<file path="src/gri_pkg.sv">
// Shared types and constants for the gyro rate integrator.
`timescale 1ns / 1ps

package gri_pkg;

  localparam int ACC_W        = 48;
  localparam int HEAD_W       = 32;
  localparam int RAW_FIELD_W  = 10;
  localparam int CMD_W        = 2;
  localparam int DEADBAND_W   = 8;
  localparam int LIMIT_W      = 10;
  localparam int PERIOD_W     = 8;
  localparam int CFG_DATA_W   = 10;
  localparam int CFG_INDEX_W  = 2;
  localparam int MS_PER_S     = 1000;

  localparam logic [DEADBAND_W-1:0] DEADBAND_RESET = 8'd10;
  localparam logic [LIMIT_W-1:0]    LIMIT_RESET    = 10'd200;
  localparam logic [PERIOD_W-1:0]   PERIOD_RESET   = 8'd10;

  typedef enum logic [CMD_W-1:0] {
    CMD_SAMPLE  = 2'd0,
    CMD_CLEAR   = 2'd1,
    CMD_RESTART = 2'd2
  } gri_cmd_t;

  typedef enum logic [CFG_INDEX_W-1:0] {
    REG_DEADBAND = 2'd0,
    REG_LIMIT    = 2'd1,
    REG_PERIOD   = 2'd2
  } gri_reg_t;

  typedef struct packed {
    logic valid_res;
    logic ready_res;
  } gri_flags_t;

endpackage

</file>
<file path="src/gri_core.sv">
// Calibration, bias removal, deadband and saturating angle accumulator.
`timescale 1ns / 1ps

module gri_core #(
  parameter int CAL_SAMPLES = 25,
  parameter int RAW_W       = 10
) (
  input  logic                                  clk,
  input  logic                                  rst,
  input  logic                                  in_valid,
  output logic                                  in_ready,
  input  logic [gri_pkg::CMD_W-1:0]             in_cmd,
  input  logic [RAW_W-1:0]                      in_raw,
  input  logic [gri_pkg::DEADBAND_W-1:0]        deadband_rate,
  input  logic [gri_pkg::LIMIT_W-1:0]           valid_rate_limit,
  input  logic [gri_pkg::PERIOD_W-1:0]          period_ms,
  output logic                                  out_valid,
  input  logic                                  out_ready,
  output logic signed [gri_pkg::ACC_W-1:0]      out_acc,
  output gri_pkg::gri_flags_t                   out_flags
);

  localparam int CW     = $clog2(CAL_SAMPLES + 1);
  localparam int BW     = $clog2(CAL_SAMPLES * ((1 << RAW_W) - 1) + 1);
  localparam int LIM_W  = gri_pkg::LIMIT_W + CW;
  localparam int DB_W   = gri_pkg::DEADBAND_W + CW;
  localparam int CMP_W  = (BW > LIM_W) ? BW : LIM_W;
  localparam int DW     = BW + 1 + gri_pkg::PERIOD_W + 1;
  localparam int AW     = gri_pkg::ACC_W;
  localparam int SUM_W  = AW + 1;
  localparam logic signed [AW-1:0] ACC_MAX = {1'b0, {(AW-1){1'b1}}};
  localparam logic signed [AW-1:0] ACC_MIN = {1'b1, {(AW-1){1'b0}}};

  logic [CW-1:0]           cal_count, cal_count_next;
  logic [BW-1:0]           bias_sum, bias_sum_next;
  logic                    ready_flag, ready_flag_next;
  logic                    last_rate_ok, last_rate_ok_next;
  logic signed [AW-1:0]    angle_acc, angle_acc_next;

  logic                    accept;
  logic [BW-1:0]           raw_scaled;
  logic signed [BW:0]      rate;
  logic [BW-1:0]           mag;
  logic [LIM_W-1:0]        lim_scaled;
  logic [DB_W-1:0]         db_scaled;
  logic                    rate_ok;
  logic                    in_band;
  logic signed [BW:0]      eff_rate;
  logic signed [DW-1:0]    delta;
  logic signed [SUM_W-1:0] sum;
  logic signed [AW-1:0]    sum_sat;

  assign in_ready = !out_valid || out_ready;
  assign accept   = in_valid && in_ready;

  assign raw_scaled = BW'(in_raw * CAL_SAMPLES);
  assign rate       = $signed({1'b0, raw_scaled}) - $signed({1'b0, bias_sum});
  assign mag        = rate[BW] ? BW'(-rate) : rate[BW-1:0];
  assign lim_scaled = LIM_W'(valid_rate_limit * CAL_SAMPLES);
  assign db_scaled  = DB_W'(deadband_rate * CAL_SAMPLES);
  assign rate_ok    = CMP_W'(mag) <= CMP_W'(lim_scaled);
  assign in_band    = CMP_W'(mag) < CMP_W'(db_scaled);
  assign eff_rate   = in_band ? '0 : rate;
  assign delta      = DW'(eff_rate) * DW'($signed({1'b0, period_ms}));
  assign sum        = SUM_W'(angle_acc) + SUM_W'(delta);

  always_comb begin
    if (sum[SUM_W-1] != sum[SUM_W-2]) begin
      sum_sat = sum[SUM_W-1] ? ACC_MIN : ACC_MAX;
    end else begin
      sum_sat = sum[AW-1:0];
    end
  end

  always_comb begin
    cal_count_next    = cal_count;
    bias_sum_next     = bias_sum;
    ready_flag_next   = ready_flag;
    last_rate_ok_next = last_rate_ok;
    angle_acc_next    = angle_acc;
    unique case (gri_pkg::gri_cmd_t'(in_cmd))
      gri_pkg::CMD_SAMPLE: begin
        if (cal_count < CW'(CAL_SAMPLES)) begin
          bias_sum_next  = bias_sum + BW'(in_raw);
          cal_count_next = cal_count + 1'b1;
        end else begin
          last_rate_ok_next = rate_ok;
          angle_acc_next    = sum_sat;
          ready_flag_next   = 1'b1;
        end
      end
      gri_pkg::CMD_CLEAR: begin
        angle_acc_next = '0;
      end
      gri_pkg::CMD_RESTART: begin
        cal_count_next    = '0;
        bias_sum_next     = '0;
        ready_flag_next   = 1'b0;
        last_rate_ok_next = 1'b0;
        angle_acc_next    = '0;
      end
      default: begin
      end
    endcase
  end

  always_ff @(posedge clk) begin
    if (rst) begin
      cal_count    <= '0;
      bias_sum     <= '0;
      ready_flag   <= 1'b0;
      last_rate_ok <= 1'b0;
      angle_acc    <= '0;
    end else if (accept) begin
      cal_count    <= cal_count_next;
      bias_sum     <= bias_sum_next;
      ready_flag   <= ready_flag_next;
      last_rate_ok <= last_rate_ok_next;
      angle_acc    <= angle_acc_next;
    end
  end

  always_ff @(posedge clk) begin
    if (rst) begin
      out_valid <= 1'b0;
    end else if (in_ready) begin
      out_valid <= in_valid;
    end
  end

  always_ff @(posedge clk) begin
    if (in_ready) begin
      out_acc             <= angle_acc_next;
      out_flags.ready_res <= ready_flag_next;
      out_flags.valid_res <= ready_flag_next && last_rate_ok_next;
    end
  end

endmodule

</file>
<file path="src/gri_div.sv">
// Pipelined divide of the accumulator by a constant, truncated and saturated.
`timescale 1ns / 1ps

module gri_div #(
  parameter int DIVISOR = 25000
) (
  input  logic                                  clk,
  input  logic                                  rst,
  input  logic                                  in_valid,
  output logic                                  in_ready,
  input  logic signed [gri_pkg::ACC_W-1:0]      in_acc,
  input  gri_pkg::gri_flags_t                   in_flags,
  output logic                                  out_valid,
  input  logic                                  out_ready,
  output logic signed [gri_pkg::HEAD_W-1:0]     out_heading,
  output gri_pkg::gri_flags_t                   out_flags
);

  localparam int AW    = gri_pkg::ACC_W;
  localparam int HW    = gri_pkg::HEAD_W;
  localparam int L     = $clog2(DIVISOR);
  localparam int SHIFT = AW + L;
  localparam int MW    = AW + 1;
  localparam int PW    = AW + MW;
  localparam int QW    = PW - SHIFT;
  localparam int NCH   = 3;
  localparam int CH    = AW / NCH;
  localparam int ML    = (MW + 1) / 2;
  localparam int MH    = MW - ML;
  localparam int RWID  = CH + MW;
  localparam logic [127:0] MUL_WIDE =
    ((128'd1 << SHIFT) + 128'(DIVISOR) - 128'd1) / 128'(DIVISOR);
  localparam logic [MW-1:0] MUL    = MUL_WIDE[MW-1:0];
  localparam logic [ML-1:0] MUL_LO = MUL[ML-1:0];
  localparam logic [MH-1:0] MUL_HI = MUL[MW-1:ML];
  localparam logic [QW-1:0] POS_LIM = QW'({1'b0, {(HW-1){1'b1}}});
  localparam logic [QW-1:0] NEG_LIM = QW'({1'b1, {(HW-1){1'b0}}});
  localparam logic signed [HW-1:0] HEAD_MAX = {1'b0, {(HW-1){1'b1}}};
  localparam logic signed [HW-1:0] HEAD_MIN = {1'b1, {(HW-1){1'b0}}};

  logic                  v1, v2, v3, v4;
  logic                  en1, en2, en3, en4, en5;
  logic [AW-1:0]         mag1;
  logic                  neg1, neg2, neg3, neg4;
  gri_pkg::gri_flags_t   fl1, fl2, fl3, fl4;
  logic [CH+ML-1:0]      pp_lo [NCH];
  logic [CH+MH-1:0]      pp_hi [NCH];
  logic [RWID-1:0]       row [NCH];
  logic [QW-1:0]         quot;
  logic [PW-1:0]         total;

  assign en5      = !out_valid || out_ready;
  assign en4      = !v4 || en5;
  assign en3      = !v3 || en4;
  assign en2      = !v2 || en3;
  assign en1      = !v1 || en2;
  assign in_ready = en1;

  assign total = PW'(row[0]) + (PW'(row[1]) << CH) + (PW'(row[2]) << (2 * CH));

  always_ff @(posedge clk) begin
    if (rst) begin
      v1        <= 1'b0;
      v2        <= 1'b0;
      v3        <= 1'b0;
      v4        <= 1'b0;
      out_valid <= 1'b0;
    end else begin
      if (en1) v1 <= in_valid;
      if (en2) v2 <= v1;
      if (en3) v3 <= v2;
      if (en4) v4 <= v3;
      if (en5) out_valid <= v4;
    end
  end

  always_ff @(posedge clk) begin
    if (en1) begin
      mag1 <= in_acc[AW-1] ? AW'(-in_acc) : in_acc;
      neg1 <= in_acc[AW-1];
      fl1  <= in_flags;
    end
    if (en2) begin
      for (int i = 0; i < NCH; i++) begin
        pp_lo[i] <= mag1[i*CH +: CH] * MUL_LO;
        pp_hi[i] <= mag1[i*CH +: CH] * MUL_HI;
      end
      neg2 <= neg1;
      fl2  <= fl1;
    end
    if (en3) begin
      for (int i = 0; i < NCH; i++) begin
        row[i] <= RWID'(pp_lo[i]) + (RWID'(pp_hi[i]) << ML);
      end
      neg3 <= neg2;
      fl3  <= fl2;
    end
    if (en4) begin
      quot <= total[PW-1:SHIFT];
      neg4 <= neg3;
      fl4  <= fl3;
    end
    if (en5) begin
      if (neg4) begin
        out_heading <= (quot > NEG_LIM) ? HEAD_MIN : -$signed(quot[HW-1:0]);
      end else begin
        out_heading <= (quot > POS_LIM) ? HEAD_MAX : $signed(quot[HW-1:0]);
      end
      out_flags <= fl4;
    end
  end

endmodule

</file>
<file path="src/gyro_rate_integrator.sv">
// Top level of the gyro rate integrator: register file, core and heading divider.
//
//   channel  dir  handshake          payload
//   s_*      in   tvalid / tready    tdata: raw_rate, tuser: command
//   m_*      out  tvalid / tready    tdata: heading,  tuser: ready_res, valid_res
//   cfg_*    in   cfg_we             cfg_index, cfg_data
//
// One word accepted per cycle unless s_tready is low; each word yields one result after
// the accumulator stage plus five divider stages for the constant reciprocal multiply.
// The accumulator loop closes through one register, which sets the one-word-per-cycle rate.
// Reset clears calibration, angle and the pipeline valids; cfg registers return to defaults.
// Stalls on m_tready fill empty stages first, then hold s_tready low.
`timescale 1ns / 1ps

module gyro_rate_integrator #(
  parameter int CAL_SAMPLES = 25,
  parameter int RAW_BITS    = 10
) (
  input  logic                                clk,
  input  logic                                rst,
  input  logic                                s_tvalid,
  output logic                                s_tready,
  input  logic [15:0]                         s_tdata,   // [9:0] raw_rate
  input  logic [gri_pkg::CMD_W-1:0]           s_tuser,   // [1:0] command
  output logic                                m_tvalid,
  input  logic                                m_tready,
  output logic [gri_pkg::HEAD_W-1:0]          m_tdata,   // [31:0] heading
  output logic [1:0]                          m_tuser,   // [0] ready_res, [1] valid_res
  input  logic                                cfg_we,
  input  logic [gri_pkg::CFG_INDEX_W-1:0]     cfg_index,
  input  logic [gri_pkg::CFG_DATA_W-1:0]      cfg_data
);

  localparam int RAW_W = (RAW_BITS < gri_pkg::RAW_FIELD_W) ? RAW_BITS : gri_pkg::RAW_FIELD_W;
  localparam int DIVISOR = CAL_SAMPLES * gri_pkg::MS_PER_S;

  logic [gri_pkg::DEADBAND_W-1:0]       deadband_rate;
  logic [gri_pkg::LIMIT_W-1:0]          valid_rate_limit;
  logic [gri_pkg::PERIOD_W-1:0]         period_ms;

  logic                                 core_valid;
  logic                                 core_ready;
  logic signed [gri_pkg::ACC_W-1:0]     core_acc;
  gri_pkg::gri_flags_t                  core_flags;
  logic signed [gri_pkg::HEAD_W-1:0]    heading;
  gri_pkg::gri_flags_t                  res_flags;

  always_ff @(posedge clk) begin
    if (rst) begin
      deadband_rate    <= gri_pkg::DEADBAND_RESET;
      valid_rate_limit <= gri_pkg::LIMIT_RESET;
      period_ms        <= gri_pkg::PERIOD_RESET;
    end else if (cfg_we) begin
      unique case (gri_pkg::gri_reg_t'(cfg_index))
        gri_pkg::REG_DEADBAND: deadband_rate    <= cfg_data[gri_pkg::DEADBAND_W-1:0];
        gri_pkg::REG_LIMIT:    valid_rate_limit <= cfg_data[gri_pkg::LIMIT_W-1:0];
        gri_pkg::REG_PERIOD:   period_ms        <= cfg_data[gri_pkg::PERIOD_W-1:0];
        default: begin
        end
      endcase
    end
  end

  gri_core #(
    .CAL_SAMPLES (CAL_SAMPLES),
    .RAW_W       (RAW_W)
  ) u_core (
    .clk              (clk),
    .rst              (rst),
    .in_valid         (s_tvalid),
    .in_ready         (s_tready),
    .in_cmd           (s_tuser),
    .in_raw           (s_tdata[RAW_W-1:0]),
    .deadband_rate    (deadband_rate),
    .valid_rate_limit (valid_rate_limit),
    .period_ms        (period_ms),
    .out_valid        (core_valid),
    .out_ready        (core_ready),
    .out_acc          (core_acc),
    .out_flags        (core_flags)
  );

  gri_div #(
    .DIVISOR (DIVISOR)
  ) u_div (
    .clk         (clk),
    .rst         (rst),
    .in_valid    (core_valid),
    .in_ready    (core_ready),
    .in_acc      (core_acc),
    .in_flags    (core_flags),
    .out_valid   (m_tvalid),
    .out_ready   (m_tready),
    .out_heading (heading),
    .out_flags   (res_flags)
  );

  assign m_tdata = heading;
  assign m_tuser = {res_flags.valid_res, res_flags.ready_res};

endmodule

</file>
<file path="config.mk">
export PLATFORM = sky130hd
export DESIGN_NAME = gyro_rate_integrator
export DESIGN_NICKNAME = d
export VERILOG_FILES = /design/src/gri_pkg.sv /design/src/gri_core.sv /design/src/gri_div.sv /design/src/gyro_rate_integrator.sv
export SDC_FILE = /design/constraint.sdc
export NUM_CORES = 2
export LEC_CHECK = 0
export ABC_AREA = 1
export BUFFER_PORTS_ARGS = -buffer_cell sky130_fd_sc_hd__buf_2
export CORE_MARGIN = 3
export CORE_UTILIZATION = 70
export CTS_CLUSTER_SIZE = 24
export DETAILED_ROUTE_END_ITERATION = 8
export PLACE_DENSITY = 0.89
export SYNTH_ARGS = -nofsm -noshare
export SYNTH_HDL_FRONTEND = slang
export SYNTH_SLANG_ARGS = --single-unit
</file>
<file path="constraint.sdc">
create_clock -name clk -period 22.9 [get_ports clk]
set_clock_uncertainty 0.1 [all_clocks]
set_input_delay 0 -clock clk [delete_from_list [all_inputs] [get_ports clk]]
set_output_delay 0 -clock clk [all_outputs]
set_load 0.1 [all_outputs]
</file>
# Word level (Yosys, flattened, before mapping)
# Memory sizes are Yosys's and may differ from the RTL's.
# Cells that the tools add are included.
[op_classes]
n_div = 0
n_bitwise = 0
n_mul = 10
n_eq_ne = 6
n_reduce_logical = 22
order_cmp = 5
muxes = 22
addsub = 12
shift = 0
[ops]
columns = ["operator", "count"]
rows = [
  ["41-bit by 65-bit adder with 65-bit output", 3],
  ["48-bit 2-to-1 mux", 3],
  ["16-bit by 22-bit multiplier with 38-bit output (second input constant)", 3],
  ["16-bit by 20-bit multiplier with 36-bit output (second input constant)", 3],
  ["97-bit adder", 1],
  ["32-bit 2-to-1 mux", 3],
  ["48-bit one-hot mux with 2 select lines", 1],
  ["65-bit by 81-bit adder with 82-bit output", 1],
  ["48-bit by 25-bit adder with 49-bit output", 1],
  ["48-bit negator", 1],
  ["47-bit 2-to-1 mux", 1],
  ["34-bit by 31-bit greater-than comparator with 1-bit output (second input constant)", 1],
  ["34-bit by 32-bit greater-than comparator with 1-bit output (second input constant)", 1],
  ["32-bit negator", 1],
  ["10-bit by 5-bit multiplier with 15-bit output (second input constant)", 2],
  ["15-bit 2-to-1 mux", 2],
  ["15-bit one-hot mux with 2 select lines", 1],
  ["16-bit by 9-bit multiplier with 25-bit output", 1],
  ["16-bit 2-to-1 mux", 1],
  ["15-bit by 15-bit subtractor with 16-bit output", 1],
  ["15-bit by 10-bit adder with 15-bit output", 1],
  ["15-bit <= comparator", 1],
  ["15-bit by 13-bit less-than comparator with 1-bit output", 1],
  ["15-bit negator", 1],
  ["19 further kinds", 41],
]
[word_totals]
out_inout_bits = 36
rom_bits = 0
latchBits = 0
n_memories = 3
mem_bits_rw = 417
wordCells = 115
regBits = 280
[memory_table]
columns = ["name", "words", "width", "rd", "rd_ports_with_merged_regs", "wr", "line", "rtl"]
rows = [
  ["u_div.row", 3, 65, 3, 0, 3, "gri_div.sv:48", "logic [RWID-1:0] row [NCH];"],
  ["u_div.pp_hi", 3, 38, 3, 0, 3, "gri_div.sv:47", "logic [CH+MH-1:0] pp_hi [NCH];"],
  ["u_div.pp_lo", 3, 36, 3, 0, 3, "gri_div.sv:46", "logic [CH+ML-1:0] pp_lo [NCH];"],
]

# Depth between registers and ports, before layout
[depth]
ltp_word = 12
ltp_mapped = 66

# Hierarchy
# Synthesis repeated with hierarchy kept, for this count alone.
[unflattened]
hier_cells = 10021
hier_area_um2 = 83512.6
[by_module_without_submodules]
columns = ["module", "instances", "area_each_um2", "cells_each", "seq_area_each_um2"]
rows = [
  ["gri_div", 1, 64830.9, 7501, 15084.5],
  ["gri_core", 1, 17606.9, 2364, 2922.8],
  ["gyro_rate_integrator", 1, 1074.8, 156, 520.5],
]

# Least setup slack after synthesis
# Ideal clock, no wire load.
[synth_timing]
path_type = "flip-flop to flip-flop"
startpoint = "register u_div.out_valid"
endpoint = "register u_core.angle_acc[27]"
arrival_ns = 11.519
t_required_ns = 22.691
stages_incl_launch_ff = 20
setup_slack_ns = 11.172
path_cell_list = "dfxtp_1 > inv_1 > nor2_1 > inv_2 > nor2_1 > inv_2 > nor2_1 > inv_2 > nor2_1 > inv_1 > nor2_1 > nand2_1 > nand2_1 > buf_2 > inv_1 > clkbuf_1 > clkbuf_1 > nand3_1 > nand2_1 > inv_1"
[synth_via]
elab_chain_len = 8
[synth_lines]
columns = ["element", "line", "rtl"]
rows = [
  ["start: declaration", "gri_div.sv:13", "output logic out_valid,"],
  ["start signal: assignment", "gri_div.sv:73", "if (en5) out_valid <= v4;"],
  ["1-bit zero test", "gri_div.sv:52", "assign en5 = !out_valid || out_ready;"],
  ["1-bit logical OR", "gri_div.sv:52", ""],
  ["net u_div.en5", "gri_div.sv:42", "logic en1, en2, en3, en4, en5;"],
  ["1-bit logical OR", "gri_div.sv:53", "assign en4 = !v4 || en5;"],
  ["net u_div.en4", "gri_div.sv:42", ""],
  ["1-bit logical OR", "gri_div.sv:54", "assign en3 = !v3 || en4;"],
  ["net u_div.en3", "gri_div.sv:42", ""],
  ["1-bit logical OR", "gri_div.sv:55", "assign en2 = !v2 || en3;"],
  ["net u_div.en2", "gri_div.sv:42", ""],
  ["1-bit logical OR", "gri_div.sv:56", "assign en1 = !v1 || en2;"],
  ["1-bit logical OR", "gri_core.sv:53", "assign in_ready = !out_valid || out_ready;"],
  ["net s_tready", "gyro_rate_integrator.sv:22", "output logic s_tready,"],
  ["1-bit logical AND", "gri_core.sv:54", "assign accept = in_valid && in_ready;"],
  ["end signal: assignment", "gri_core.sv:119", "angle_acc <= angle_acc_next;"],
  ["end: declaration", "gri_core.sv:38", "logic signed [AW-1:0] angle_acc, angle_acc_next;"],
]
# The timed path passes the listed nets, and every way through them passes these cells.
# A chain may end at the register's enable or synchronous reset.

# Final worst setup path
[layout_timing]
startpoint = "register u_core.bias_sum[6]"
endpoint = "register u_core.out_acc[18] in the netlist's numbering (data pin)"
[layout_via]
elab_chain_len = 11
elab_cells_between_ends = 12
classes_between = "3 x add/sub; 1 x mul; 1 x order compare; 1 x eq/ne; 6 x mux"
[layout_lines]
columns = ["element", "line", "rtl"]
rows = [
  ["start: declaration", "gri_core.sv:35", "logic [BW-1:0] bias_sum, bias_sum_next;"],
  ["start signal: assignment", "gri_core.sv:116", "bias_sum <= bias_sum_next;"],
  ["15-bit by 15-bit subtractor with 16-bit output *", "gri_core.sv:57", "assign rate = $signed({1'b0, raw_scaled}) - $signed({1'b0, bias_sum});"],
  ["15-bit negator", "gri_core.sv:58", "assign mag = rate[BW] ? BW'(-rate) : rate[BW-1:0];"],
  ["15-bit 2-to-1 mux", "gri_core.sv:58", ""],
  ["15-bit by 13-bit less-than comparator with 1-bit output", "gri_core.sv:62", "assign in_band = CMP_W'(mag) < CMP_W'(db_scaled);"],
  ["16-bit 2-to-1 mux *", "gri_core.sv:63", "assign eff_rate = in_band ? '0 : rate;"],
  ["16-bit by 9-bit multiplier with 25-bit output *", "gri_core.sv:64", "assign delta = DW'(eff_rate) * DW'($signed({1'b0, period_ms}));"],
  ["48-bit by 25-bit adder with 49-bit output *", "gri_core.sv:65", "assign sum = SUM_W'(angle_acc) + SUM_W'(delta);"],
  ["48-bit 2-to-1 mux or 1-bit inequality test (tied branches)", "gri_core.sv:69, gri_core.sv:68", ""],
  ["48-bit 2-to-1 mux *", "gri_core.sv:68", "if (sum[SUM_W-1] != sum[SUM_W-2]) begin"],
  ["48-bit 2-to-1 mux *", "gri_core.sv:83", "if (cal_count < CW'(CAL_SAMPLES)) begin"],
  ["48-bit one-hot mux with 2 select lines *", "gri_core.sv:81", "unique case (gri_pkg::gri_cmd_t'(in_cmd))"],
  ["net u_core.angle_acc_next[18]", "gri_core.sv:38", ""],
  ["end signal: assignment", "gri_core.sv:133", "out_acc <= angle_acc_next;"],
  ["end: declaration", "gri_core.sv:19", "output logic signed [gri_pkg::ACC_W-1:0] out_acc,"],
]
# Mark *: on every way through the listed nets, which the timed path passes. The rest lies on a longest branch.

==> flow_summary.json <==
{
  "outcome": "complete, but fails checks",
  "violations": "DRC",
  "post_route_cells_drive_above_1_share_pct": 3.23,
  "number_of_library_cell_types_mapped_by_synthesis": 59,
  "synth_fp_nets": 10600,
  "synth_top_cell_by_area": "sky130_fd_sc_hd__edfxtp_1",
  "clk_root_buffer_cell": "sky130_fd_sc_hd__clkbuf_16",
  "initial_utilization_pct": 70.8,
  "cts_tree": "done",
  "grt.total_usage_pct": 35.9,
  "timing.final.crit_period_ns": 13.27,
  "maximum_number_of_pins_on_one_net_before_global_route_repair": 126,
  "clk_pin_slew_ns": 0.07,
  "diodes": 0,
  "place_congestion": 1.04,
  "finalSetupViolCount": 0,
  "route.detailed.vias_per_inst": 5.99,
  "timing.critical_path.from_type": "flip-flop",
  "setup_tns_ns": 0,
  "avgRoutedWirePerCell_um": 20.0,
  "synth-seq-area-share_pct": 23.9,
  "die_y_um": 338,
  "max_stage_delay_ns": 0.81,
  "ys_seq_elements": 651,
  "hpwl_mm": 165,
  "final-seq-area_um2": 18500,
  "totalWireLength_mm": 204,
  "die_area_um2": 115000,
  "grt_setup_unrepaired": "no",
  "max-clock-path-buffers": 3,
  "layout.cells.most_common_list": "sky130_fd_sc_hd__inv_1, sky130_fd_sc_hd__nand2_1, sky130_fd_sc_hd__ha_1, sky130_fd_sc_hd__fa_1, sky130_fd_sc_hd__a21oi_1",
  "netlist_area_um2": 77400,
  "drv_slew": 0,
  "tightest_slew_ns": 1.11,
  "number_of_antenna_violations_at_the_first_check_in_global_routing": 8,
  "nets": 10700,
  "drtIter0Drc": 5459,
  "cts-resized-gates": 0,
  "cts_setup_buffers": 0,
  "r2r_setup_slack_ns": 9.63,
  "crit_slowest_cell": "sky130_fd_sc_hd__inv_1",
  "fmaxAchievable_ghz": 0.0754,
  "synth_top_flop_cell": "sky130_fd_sc_hd__edfxtp_1",
  "path_common_cell": "sky130_fd_sc_hd__nand2_1",
  "core_um2": 109000,
  "num_rows": 121,
  "area.growth.synth_to_final_pct": 6.41,
  "route.detailed.drc": 1,
  "finalHoldViolations": 0,
  "via_count_of_the_first_global_routing_pass": 63100,
  "ys_async_sr_fraction_pct": 0,
  "yosysWarnings": 0,
  "required_ns": 23.20,
  "clkSinkCount": 651,
  "drt_pre_antenna_iters": 8,
  "fillCellCount": 7571,
  "grt_overflow_total": 0,
  "post_synth_main_area_contributors": "sky130_fd_sc_hd__edfxtp_1, sky130_fd_sc_hd__fa_1, sky130_fd_sc_hd__ha_1, sky130_fd_sc_hd__inv_1, sky130_fd_sc_hd__nand2_1",
  "port-buffer-count": 64,
  "avgSynthCellArea_um2": 9.06,
  "synth_top_area_share_pct": 21.3,
  "worstHoldPathType": "primary input to flip-flop",
  "synth_enable_flop_cells": 549,
  "arrival_ns": 13.56,
  "worst_skew_pair.late_latency_ns": 0.69,
  "setup.worst_path.class": "flip-flop to flip-flop",
  "final_common_cell": "sky130_fd_sc_hd__inv_1",
  "width_of_the_die_um": 338,
  "io_pins": 71,
  "cp-end-kind": "flip-flop",
  "maxCapViolCount": 0,
  "cts_made_buffers": 72,
  "route.antenna.remaining_nets": 0,
  "first_pass_grt_wire_length_mm": 328,
  "synthesis.instances": 8543,
  "timing.final.crit_share_pct": 57.9,
  "timing.slew.headroom_pct": 25.7,
  "routed-via-count": 61000,
  "cts_max_level": 3,
  "multi_input_comb_area_um2": 52400,
  "timing.critical_path.fanout_max": 47
}
-- worst paths after layout --
path                                            to  cells after the start               start
worst max-delay path            u_core.out_acc[18]                     49  u_core.bias_sum[6]
worst max register to register  u_core.out_acc[18]                     49  u_core.bias_sum[6]
worst min register to register    u_div.row[0][78]                      0  u_div.pp_lo[0][45]
worst min-delay path            u_core.bias_sum[4]                      7          s_tdata[3]
-- sequential cells by signal, indices dropped and copies added (netlist names), 5 cells and up --
signal / cells
u_core.angle_acc: 48
deadband_rate: 8
u_core.bias_sum: 15
u_div.quot: 34
u_div.pp_hi: 114
u_core.out_acc: 48
u_div.out_heading: 32
u_core.cal_count: 5
u_div.row: 167
u_div.mag1: 48
valid_rate_limit: 10
period_ms: 8
u_div.pp_lo: 90
-- metrics by stage --
stage / instance area (um^2) / hold WS, ns / cells / setup slack [ns] / util, %
after floorplan: 77400 / 0.0263 / 8543 / 11.17 / -
after global placement: 79400 / 0.165 / 10000 / 10.24 / 72.7
after detailed placement: 79400 / 0.164 / 10000 / 10.02 / 72.7
after CTS: 82300 / 0.0210 / 10200 / 9.93 / 75.3
after global routing: 82300 / 0.0864 / 10200 / 8.76 / 75.3
final: 82300 / 0.0639 / 10200 / 9.63 / 75.3
-- per-layer routing --
metal | GRT usage, % | part of all wire (%) | vias to the layer above
li1 | - | - | 28100
met1 | 47.1 | 40 | 29500
met2 | 59.4 | 47 | 2906
met3 | 7.89 | 9.7 | 557
met4 | 12.0 | 3.7 | 6
met5 | 0.750 | 0.070 | -
-- worst max-delay path: cells and delay by family (launching register included) --
family,cells,cell delay (ns)
AOI/OAI and AO/OA,6,0.98
xor gates and xnor gates,1,0.33
DFF,1,0.41
adders and majority gates,11,5.14
buffers and inverters,5,1.37
and+or+nand+nor,26,4.60
-- cells by family after synthesis --
logic type	synth area share, %
AOI/OAI and AO/OA	8.84
xor gates and xnor gates	5.68
and+or+nand+nor	12.9
adders and majority gates	40.2
buffers and inverters	8.41
DFF	23.9
-- synth_stat cells (4+ instances only) --
cell	n
sky130_fd_sc_hd__nor3_2	4
sky130_fd_sc_hd__a2111oi_0	4
sky130_fd_sc_hd__inv_1	1617
sky130_fd_sc_hd__o221ai_1	12
sky130_fd_sc_hd__o21bai_1	31
sky130_fd_sc_hd__a31oi_1	46
sky130_fd_sc_hd__clkbuf_1	62
sky130_fd_sc_hd__or2_2	25
sky130_fd_sc_hd__buf_1	5
sky130_fd_sc_hd__o21ai_0	328
sky130_fd_sc_hd__fa_1	807
sky130_fd_sc_hd__nand3b_1	8
sky130_fd_sc_hd__inv_2	20
sky130_fd_sc_hd__nand4_1	71
sky130_fd_sc_hd__nor3_1	88
sky130_fd_sc_hd__edfxtp_1	549
sky130_fd_sc_hd__nor2_1	596
sky130_fd_sc_hd__nor4_1	32
sky130_fd_sc_hd__clkinv_1	4
sky130_fd_sc_hd__ha_1	1195
sky130_fd_sc_hd__dfxtp_1	102
sky130_fd_sc_hd__a21o_1	39
sky130_fd_sc_hd__xnor2_1	172
sky130_fd_sc_hd__buf_2	9
sky130_fd_sc_hd__o31ai_1	10
sky130_fd_sc_hd__o211ai_1	27
sky130_fd_sc_hd__a21boi_0	11
sky130_fd_sc_hd__o21ai_1	6
sky130_fd_sc_hd__a21oi_1	661
sky130_fd_sc_hd__nand3_1	247
sky130_fd_sc_hd__and3_1	6
sky130_fd_sc_hd__buf_4	4
sky130_fd_sc_hd__o21a_1	39
sky130_fd_sc_hd__nand2_1	1322
sky130_fd_sc_hd__a211oi_1	7
sky130_fd_sc_hd__nand2_2	11
sky130_fd_sc_hd__xor2_1	330
-- timing repair --
item                                   in CTS  in global routing
endpoints found under the hold margin      78                  0
hold buffers                               35                  0
setup endpoints to repair                   0                  0
-- layout make-up --
cell class,count,area share [%]
clock buffers,87,2.29
clock inverters,47,0.814
inverters,1641,7.50
repair buffers,125,1.05
well taps,1476,2.24
flip-flops and latches,651,22.5
multi-input cells,6169,63.6
Power is left out: the tool's default activity adds up to more than one toggle a clock period on the data nets, which glitch-free logic cannot reach.
